`src/sv/mmsd_pkg.sv`:
```
// mmsd_pkg: shared types and constants for the multiword mod-by-small-divisor block
// used by mmsd_ctrl, mmsd_dp and multiword_mod_small_divisor; no dependencies

package mmsd_pkg;

    localparam int LIMB_WIDTH  = 32;
    localparam int SHIFT_WIDTH = 5;
    localparam int INDEX_WIDTH = 2;

    // configuration register indexes
    localparam logic [INDEX_WIDTH-1:0] REG_DIVISOR    = 2'd0;
    localparam logic [INDEX_WIDTH-1:0] REG_RECIPROCAL = 2'd1;
    localparam logic [INDEX_WIDTH-1:0] REG_SHIFT      = 2'd2;

    // reset values of the configuration registers
    localparam logic [LIMB_WIDTH-1:0]  DIVISOR_RESET    = {1'b1, {(LIMB_WIDTH-1){1'b0}}};
    localparam logic [LIMB_WIDTH-1:0]  RECIPROCAL_RESET = {LIMB_WIDTH{1'b1}};
    localparam logic [SHIFT_WIDTH-1:0] SHIFT_RESET      = '0;

    typedef enum logic [2:0] {
        ST_IDLE,
        ST_MUL1,
        ST_ADD,
        ST_MUL2,
        ST_CORR
    } mmsd_state_t;

    // controller to datapath
    typedef struct packed {
        logic load;     // take a new limb beat
        logic mul1;     // remainder times reciprocal
        logic add;      // quotient estimate
        logic mul2;     // estimate times divisor
        logic finish;   // corrections, remainder update
    } mmsd_cmd_t;

    // datapath to controller
    typedef struct packed {
        logic last;     // current limb ends the number
    } mmsd_sts_t;

endpackage

```
`src/sv/mmsd_ctrl.sv`:
```
// mmsd_ctrl: sequencer for the four steps of one limb and the result valid flag
// depends on mmsd_pkg

module mmsd_ctrl
    import mmsd_pkg::*;
(
    input  logic       clk,
    input  logic       rst_n,
    input  logic       in_valid,
    output logic       in_ready,
    output logic       out_valid,
    input  logic       out_ready,
    input  mmsd_sts_t  sts,
    output mmsd_cmd_t  cmd
);

    mmsd_state_t state_reg, state_next;
    logic        out_valid_reg, out_valid_next;
    logic        can_finish;
    logic        accept;

    // a last limb may only finish once the output register is free
    assign can_finish = (state_reg == ST_CORR)
                        && (!sts.last || !out_valid_reg || out_ready);
    assign in_ready   = (state_reg == ST_IDLE) || can_finish;
    assign accept     = in_valid && in_ready;
    assign out_valid  = out_valid_reg;

    always_comb
    begin
        state_next = state_reg;
        case (state_reg)
            ST_IDLE:
            begin
                if (accept)
                    state_next = ST_MUL1;
            end
            ST_MUL1: state_next = ST_ADD;
            ST_ADD:  state_next = ST_MUL2;
            ST_MUL2: state_next = ST_CORR;
            ST_CORR:
            begin
                if (accept)
                    state_next = ST_MUL1;
                else if (can_finish)
                    state_next = ST_IDLE;
            end
            default: state_next = ST_IDLE;
        endcase
    end

    always_comb
    begin
        cmd        = '0;
        cmd.load   = accept;
        cmd.finish = can_finish;
        case (state_reg)
            ST_MUL1: cmd.mul1 = 1'b1;
            ST_ADD:  cmd.add  = 1'b1;
            ST_MUL2: cmd.mul2 = 1'b1;
            default: ;
        endcase
    end

    always_comb
    begin
        out_valid_next = out_valid_reg;
        if (can_finish && sts.last)
            out_valid_next = 1'b1;
        else if (out_ready)
            out_valid_next = 1'b0;
    end

    always_ff @(posedge clk or negedge rst_n)
    begin
        if (!rst_n)
        begin
            state_reg     <= ST_IDLE;
            out_valid_reg <= 1'b0;
        end
        else
        begin
            state_reg     <= state_next;
            out_valid_reg <= out_valid_next;
        end
    end

    a_accept_starts: assert property (@(posedge clk) disable iff (!rst_n)
        accept |=> state_reg == ST_MUL1)
        else $error("accepted limb did not start the multiply step");

    a_hold_on_busy_out: assert property (@(posedge clk) disable iff (!rst_n)
        (state_reg == ST_CORR) && sts.last && out_valid_reg && !out_ready
        |=> (state_reg == ST_CORR) && out_valid_reg)
        else $error("last limb finished over an untaken result");

    a_result_after_last: assert property (@(posedge clk) disable iff (!rst_n)
        can_finish && sts.last |=> out_valid_reg)
        else $error("no result after last limb");

endmodule

```
`src/sv/mmsd_dp.sv`:
```
// mmsd_dp: limb reduction datapath, configuration registers and result register
// depends on mmsd_pkg

module mmsd_dp
    import mmsd_pkg::*;
(
    input  logic                   clk,
    input  logic                   rst_n,
    input  mmsd_cmd_t              cmd,
    output mmsd_sts_t              sts,
    input  logic [LIMB_WIDTH-1:0]  limb,
    input  logic                   last,
    input  logic                   wr_en,
    input  logic [INDEX_WIDTH-1:0] wr_index,
    input  logic [LIMB_WIDTH-1:0]  wr_data,
    output logic [LIMB_WIDTH-1:0]  remainder
);

    logic [LIMB_WIDTH-1:0]   div_reg;
    logic [LIMB_WIDTH-1:0]   recip_reg;
    logic [SHIFT_WIDTH-1:0]  shift_reg;
    logic [LIMB_WIDTH-1:0]   rem_reg, rem_next;
    logic [LIMB_WIDTH-1:0]   u_reg;
    logic                    last_reg;
    logic [2*LIMB_WIDTH-1:0] prod_reg;
    logic [LIMB_WIDTH-1:0]   x_reg;
    logic [LIMB_WIDTH-1:0]   q_reg;
    logic [LIMB_WIDTH-1:0]   t_reg;
    logic [LIMB_WIDTH-1:0]   out_reg;

    logic [LIMB_WIDTH:0]     lo_sum;
    logic [LIMB_WIDTH-1:0]   q_next;
    logic [LIMB_WIDTH-1:0]   qd_lo;
    logic [LIMB_WIDTH-1:0]   t_add;
    logic [LIMB_WIDTH-1:0]   t_fix;

    assign sts.last  = last_reg;
    assign remainder = out_reg;

    // x and quotient estimate: (r + 1):u added to the product
    assign lo_sum = {1'b0, prod_reg[LIMB_WIDTH-1:0]} + {1'b0, u_reg};
    assign q_next = prod_reg[2*LIMB_WIDTH-1:LIMB_WIDTH] + rem_reg
                    + {{(LIMB_WIDTH-1){1'b0}}, 1'b1}
                    + {{(LIMB_WIDTH-1){1'b0}}, lo_sum[LIMB_WIDTH]};

    // only the low limb of q * d is needed
    assign qd_lo = q_reg * div_reg;

    // the two corrections
    assign t_add    = (t_reg > x_reg) ? t_reg + div_reg : t_reg;
    assign t_fix    = (t_add >= div_reg) ? t_add - div_reg : t_add;
    assign rem_next = last_reg ? '0 : t_fix;

    always_ff @(posedge clk or negedge rst_n)
    begin
        if (!rst_n)
        begin
            div_reg   <= DIVISOR_RESET;
            recip_reg <= RECIPROCAL_RESET;
            shift_reg <= SHIFT_RESET;
            rem_reg   <= '0;
        end
        else
        begin
            if (wr_en)
            begin
                case (wr_index)
                    REG_DIVISOR:    div_reg   <= wr_data;
                    REG_RECIPROCAL: recip_reg <= wr_data;
                    REG_SHIFT:      shift_reg <= wr_data[SHIFT_WIDTH-1:0];
                    default: ;
                endcase
            end
            if (cmd.finish)
                rem_reg <= rem_next;
        end
    end

    always_ff @(posedge clk)
    begin
        if (cmd.load)
        begin
            u_reg    <= limb;
            last_reg <= last;
        end
        if (cmd.mul1)
            prod_reg <= {{LIMB_WIDTH{1'b0}}, rem_reg} * {{LIMB_WIDTH{1'b0}}, recip_reg};
        if (cmd.add)
        begin
            x_reg <= lo_sum[LIMB_WIDTH-1:0];
            q_reg <= q_next;
        end
        if (cmd.mul2)
            t_reg <= u_reg - qd_lo;
        if (cmd.finish && last_reg)
            out_reg <= t_fix >> shift_reg;
    end

    a_clear_after_last: assert property (@(posedge clk) disable iff (!rst_n)
        cmd.finish && last_reg |=> rem_reg == '0)
        else $error("running remainder not cleared after last limb");

endmodule

```
`src/sv/multiword_mod_small_divisor.sv`:
```
// multiword_mod_small_divisor: top level, remainder of a long number by a small divisor
// depends on mmsd_pkg, mmsd_ctrl, mmsd_dp
//
//  channel  | signals                               | beat taken when
//  ---------+---------------------------------------+---------------------------
//  limb in  | in_valid, in_ready, limb, last        | in_valid & in_ready
//  result   | out_valid, out_ready, remainder       | out_valid & out_ready
//  config   | wr_en, wr_index, wr_data              | wr_en (no handshake)
//
// each limb takes four steps: two dependent multiplies on the previous running
// remainder (remainder times reciprocal, then estimate times divisor) plus an
// add step and a correction step, run by one sequencer over a shared datapath
// the next limb is taken in the cycle its predecessor finishes, so limbs stream
// back to back; a result appears in the cycle after its last limb finishes
// a last limb waits in the correction step while the previous result is untaken
// reset restores divisor 2^31, reciprocal all ones, shift 0 and zero remainder

module multiword_mod_small_divisor
    import mmsd_pkg::*;
(
    input  logic                   clk,
    input  logic                   rst_n,
    input  logic                   in_valid,
    output logic                   in_ready,
    input  logic [LIMB_WIDTH-1:0]  limb,
    input  logic                   last,
    output logic                   out_valid,
    input  logic                   out_ready,
    output logic [LIMB_WIDTH-1:0]  remainder,
    input  logic                   wr_en,
    input  logic [INDEX_WIDTH-1:0] wr_index,
    input  logic [LIMB_WIDTH-1:0]  wr_data
);

    // command and status between sequencer and datapath
    mmsd_cmd_t cmd;
    mmsd_sts_t sts;

    // sequencer: steps each limb through multiply, add, multiply, correct
    mmsd_ctrl u_ctrl (
        .clk       (clk),
        .rst_n     (rst_n),
        .in_valid  (in_valid),
        .in_ready  (in_ready),
        .out_valid (out_valid),
        .out_ready (out_ready),
        .sts       (sts),
        .cmd       (cmd)
    );

    // datapath: config registers, running remainder, stage registers, result
    mmsd_dp u_dp (
        .clk       (clk),
        .rst_n     (rst_n),
        .cmd       (cmd),
        .sts       (sts),
        .limb      (limb),
        .last      (last),
        .wr_en     (wr_en),
        .wr_index  (wr_index),
        .wr_data   (wr_data),
        .remainder (remainder)
    );

endmodule
```
`config.mk`:
```
export PLATFORM = sky130hd
export DESIGN_NAME = multiword_mod_small_divisor
export DESIGN_NICKNAME = d
export VERILOG_FILES = /design/src/sv/mmsd_pkg.sv /design/src/sv/mmsd_ctrl.sv /design/src/sv/mmsd_dp.sv /design/src/sv/multiword_mod_small_divisor.sv
export SDC_FILE = /design/constraint.sdc
export NUM_CORES = 2
export LEC_CHECK = 0
export BUFFER_PORTS_ARGS = -buffer_cell sky130_fd_sc_hd__buf_2
export CAP_MARGIN = 30
export CORE_MARGIN = 5
export CORE_UTILIZATION = 33
export CTS_BUF_LIST = sky130_fd_sc_hd__clkbuf_8
export CTS_CLUSTER_SIZE = 28
export DETAILED_ROUTE_END_ITERATION = 10
export GPL_TIMING_DRIVEN = 0
export SLEW_MARGIN = 10
export SYNTH_ARGS = -nofsm -noshare
export SYNTH_HDL_FRONTEND = slang
export SYNTH_SLANG_ARGS = --single-unit
```
`constraint.sdc`:
```
create_clock -name clk -period 17.5 [get_ports clk]
set_input_delay 2.625 -clock clk [delete_from_list [all_inputs] [get_ports clk]]
set_output_delay 2.625 -clock clk [all_outputs]
set_load 0.02 [all_outputs]
```
==> run_results.csv <==
group,metric,value,unit
run_status,outcome,"finished, final reports clean",
sta,min_period_over_period,0.585,
cells_and_area,final_nets,9690,
sta,slew-limit-headroom,0.238,
sta,drv_slew,0,
clock_network,hold_buffers,0,
worst_hold_path,hold_path_class,"reg2reg",
synthesis,synthCells,7427,
synthesis,synth_fa_ha_area_frac,0.486,
clock_network,cts_made_buffers,68,
synthesis,synth-edff-count,225,
clock_network,cts.clk_slew.worst_paths,0.07,ns
synthesis,synthesis.area,70700,um2
worst_setup_path,end_kind,"flip-flop",
worst_setup_path,required,17.97,ns
drt,wire_per_inst,27.5,um
drt,routed_via_density,5.29,
sta,finalSetupTns,0,ns
placed_design,placed_area,75600,um2
synthesis,synth_nets,9440,
worst_setup_path,rr_endpoint,"u_dp.prod_reg[46]$_DFFE_PP_",
synthesis,synthSimpleGateAreaFrac,0.160,
global_route,grt.overflow.total,0,
global_route,grt_pass1_wl,414000,um
drt,drtAntennaViolNets,0,
synthesis,yosys_warnings,0,
worst_setup_path,r2r_start,"u_dp.rem_reg[17]$_DFFE_PN0P_",
worst_setup_path,worstSetupPathType,"reg2reg",
synthesis,yosys-mux-area-fraction,0.0217,
sta,finalSetupViolCount,0,
clock_network,clk_path_buf_depth,3,
worst_setup_path,crit_path_start_kind,"flip-flop",
die,io_pins,106,
sta,tightestPinTransition,1.14,ns
clock_network,clock_sinks,330,
worst_setup_path,crit_fanout,10,
flow_run,maxCapViolations,0,
clock_network,cts_setup_buffers,0,
die,die_height,473,um
placed_design,place_inst,10400,
synthesis,synthArstFlopShare,0.318,
synthesis,synth_top_family_by_area,"adder cells",
worst_setup_path,crit_start,"u_dp.rem_reg[17]$_DFFE_PN0P_",
cells_and_area,stdcell_area,77300,um2
synthesis,ys_ff_latch,330,
sta,rsz0062_at_grt,"no",
clock_network,insertion_delay,0.81,ns
synthesis,synth_cell_types,94,
synthesis,synth_area_per_cell,9.52,um2
sta,worst_slack,7.26,ns
global_route,grt_use_total,0.258,
clock_network,cts_tree,"done",
synthesis,synth_flop_cell,"edfxtp_1",
sta,period_needed,10.24,ns
die,core,213000,um2
synthesis,synth_compound_area_frac,0.0733,
global_route,grt_pass1_vias,57800,
sta,hold_violations,0,
cells_and_area,fin_cells,10600,
global_route,grt_max_degree,85,
drt,drt_iter0_drc,5099,
cells_and_area,largest_reg_flops,64,
sta,skew,0.0716,ns
synthesis,synth_xor_area_frac,0.0295,
die,die_w,473,um
placed_design,dp_hpwl,247000,um
clock_network,ctsResizeCount,0,
worst_setup_path,r2r_slack,7.26,ns
sta,fmax,0.0976,GHz
die,start_util,0.333,
drt,vias,55900,
die,rows,169,
worst_setup_path,worstRegToRegCells,25,
die,die-area,224000,um2
worst_setup_path,setup.worst_path.end,"u_dp.prod_reg[46]$_DFFE_PP_",
clock_network,cts_root_buf,"clkbuf_8",
clock_network,h-tree-depth,3,
global_route,antenna_found_initial,45,
drt,wl,291000,um
placed_design,gp_congestion,1.04,
drt,drc_errors,0,
placed_design,io_buffers,105,
drt,drt-pass1-iter-count,8,
synthesis,synth_seq_area_share,0.133,
placed_design,dp_worst_setup_slack,7.64,ns
cells_and_area,area_growth,9.31,%
worst_setup_path,crit_arrival,10.72,ns
cells_and_area,fillCellCount,21700,
cells_and_area,drive_gt1_frac,0.0594,
==> synthesized netlist by cell type (88+ instances only) <==
cell | instances | area [um2]
xnor2_1 | 171 | 1500
a21o_1 | 88 | 661
and2_1 | 938 | 5870
nor2_1 | 183 | 687
inv_1 | 1420 | 5330
o21ai_0 | 172 | 861
fa_1 | 1343 | 26900
a21oi_1 | 178 | 891
clkbuf_1 | 344 | 1290
edfxtp_1 | 225 | 6760
ha_1 | 598 | 7480
nand2_1 | 835 | 3130
==> metrics by stage <==
| stage | utilization | hold slack (ns) |
|---|---|---|
| after floorplan | - | 0.459 |
| after global placement | 0.352 | 0.484 |
| after detailed placement | 0.356 | 0.515 |
| after CTS | 0.362 | 0.519 |
| after global routing | 0.363 | 0.525 |
| final | 0.364 | 0.527 |
==> layout by cell type, fill, tap and decap left out, types with 41 or more instances in the layout <==
cell type / count
a21o_1: 88
a21oi_1: 178
and2_1: 937
buf_2: 108
clkbuf_1: 342
clkbuf_8: 72
dfrtp_1: 72
edfxtp_1: 225
fa_1: 1343
ha_1: 598
inv_1: 1432
mux2_2: 65
mux2i_1: 41
nand2_1: 835
nand3_1: 60
nor2_1: 182
nor3_1: 52
o21a_1: 46
o21ai_0: 172
xnor2_1: 171
xor2_1: 67
==> cell type report <==
type,count,area [um2],share of cell area
Sequential cell,330,9430,0.122
Multi-Input combinational cell,5315,54500,0.706
Timing Repair Buffer,180,1470,0.0191
Antenna cell,32,80.1,0.00104
Inverter,1423,5340,0.0691
Tap cell,2821,3530,0.0457
Buffer,359,1400,0.0182
Clock buffer,72,991,0.0128
Clock inverter,52,463,0.00599
==> routing by layer <==
layer	part of all wire	track usage
met1	0.38	0.321
met2	0.44	0.402
met3	0.093	0.0642
met4	0.079	0.164
met5	0.00025	0
==> logic make-up after synthesis <==
| kind of cell | count (synthesis) |
|---|---|
| DFF | 330 |
| and+or+nand+nor | 2233 |
| adders and majority gates | 1941 |
| buffers and inverters | 1782 |
| xor gates and xnor gates | 238 |
| AOI/OAI and AO/OA | 778 |
| muxes | 125 |
==> how the worst min path moves through the flow <==
stage | startpoint | endpoint | slack [ns] | cells after the start
after detailed placement | u_ctrl.state_reg[0]$_DFFE_PN0P_ | u_ctrl.state_reg[0]$_DFFE_PN0P_ | 0.51 | 1
after global routing | u_ctrl.state_reg[0]$_DFFE_PN0P_ | u_ctrl.state_reg[0]$_DFFE_PN0P_ | 0.53 | 1
after floorplan | u_ctrl.state_reg[0]$_DFFE_PN0P_ | u_ctrl.state_reg[0]$_DFFE_PN0P_ | 0.46 | 1
final | u_ctrl.state_reg[0]$_DFFE_PN0P_ | u_ctrl.state_reg[0]$_DFFE_PN0P_ | 0.53 | 1
after global placement | u_ctrl.state_reg[0]$_DFFE_PN0P_ | u_ctrl.state_reg[0]$_DFFE_PN0P_ | 0.48 | 1
after CTS | u_ctrl.state_reg[0]$_DFFE_PN0P_ | u_ctrl.state_reg[0]$_DFFE_PN0P_ | 0.52 | 1
==> worst max-delay path, stage by stage, from the launching register on <==
cell and delay (ns):
dfrtp_1 0.85, clkbuf_1 0.85, and2_1 0.28, fa_1 0.41, inv_1 0.09, fa_1 0.43
fa_1 0.50, fa_1 0.56, inv_1 0.05, fa_1 0.48, fa_1 0.51, fa_1 0.57
fa_1 0.49, ha_1 0.37, a21o_1 0.17, a21oi_1 0.20, o21ai_0 0.13, a211oi_1 0.22
a21boi_0 0.33, o21a_1 0.33, nor2_1 0.21, a211oi_1 0.44, nor2_1 0.12, o21ai_0 0.48
o41ai_1 0.17, xor2_1 0.65
Power is left out: the tool's default activity adds up to more than one toggle a clock period on the data nets, which glitch-free logic cannot reach.
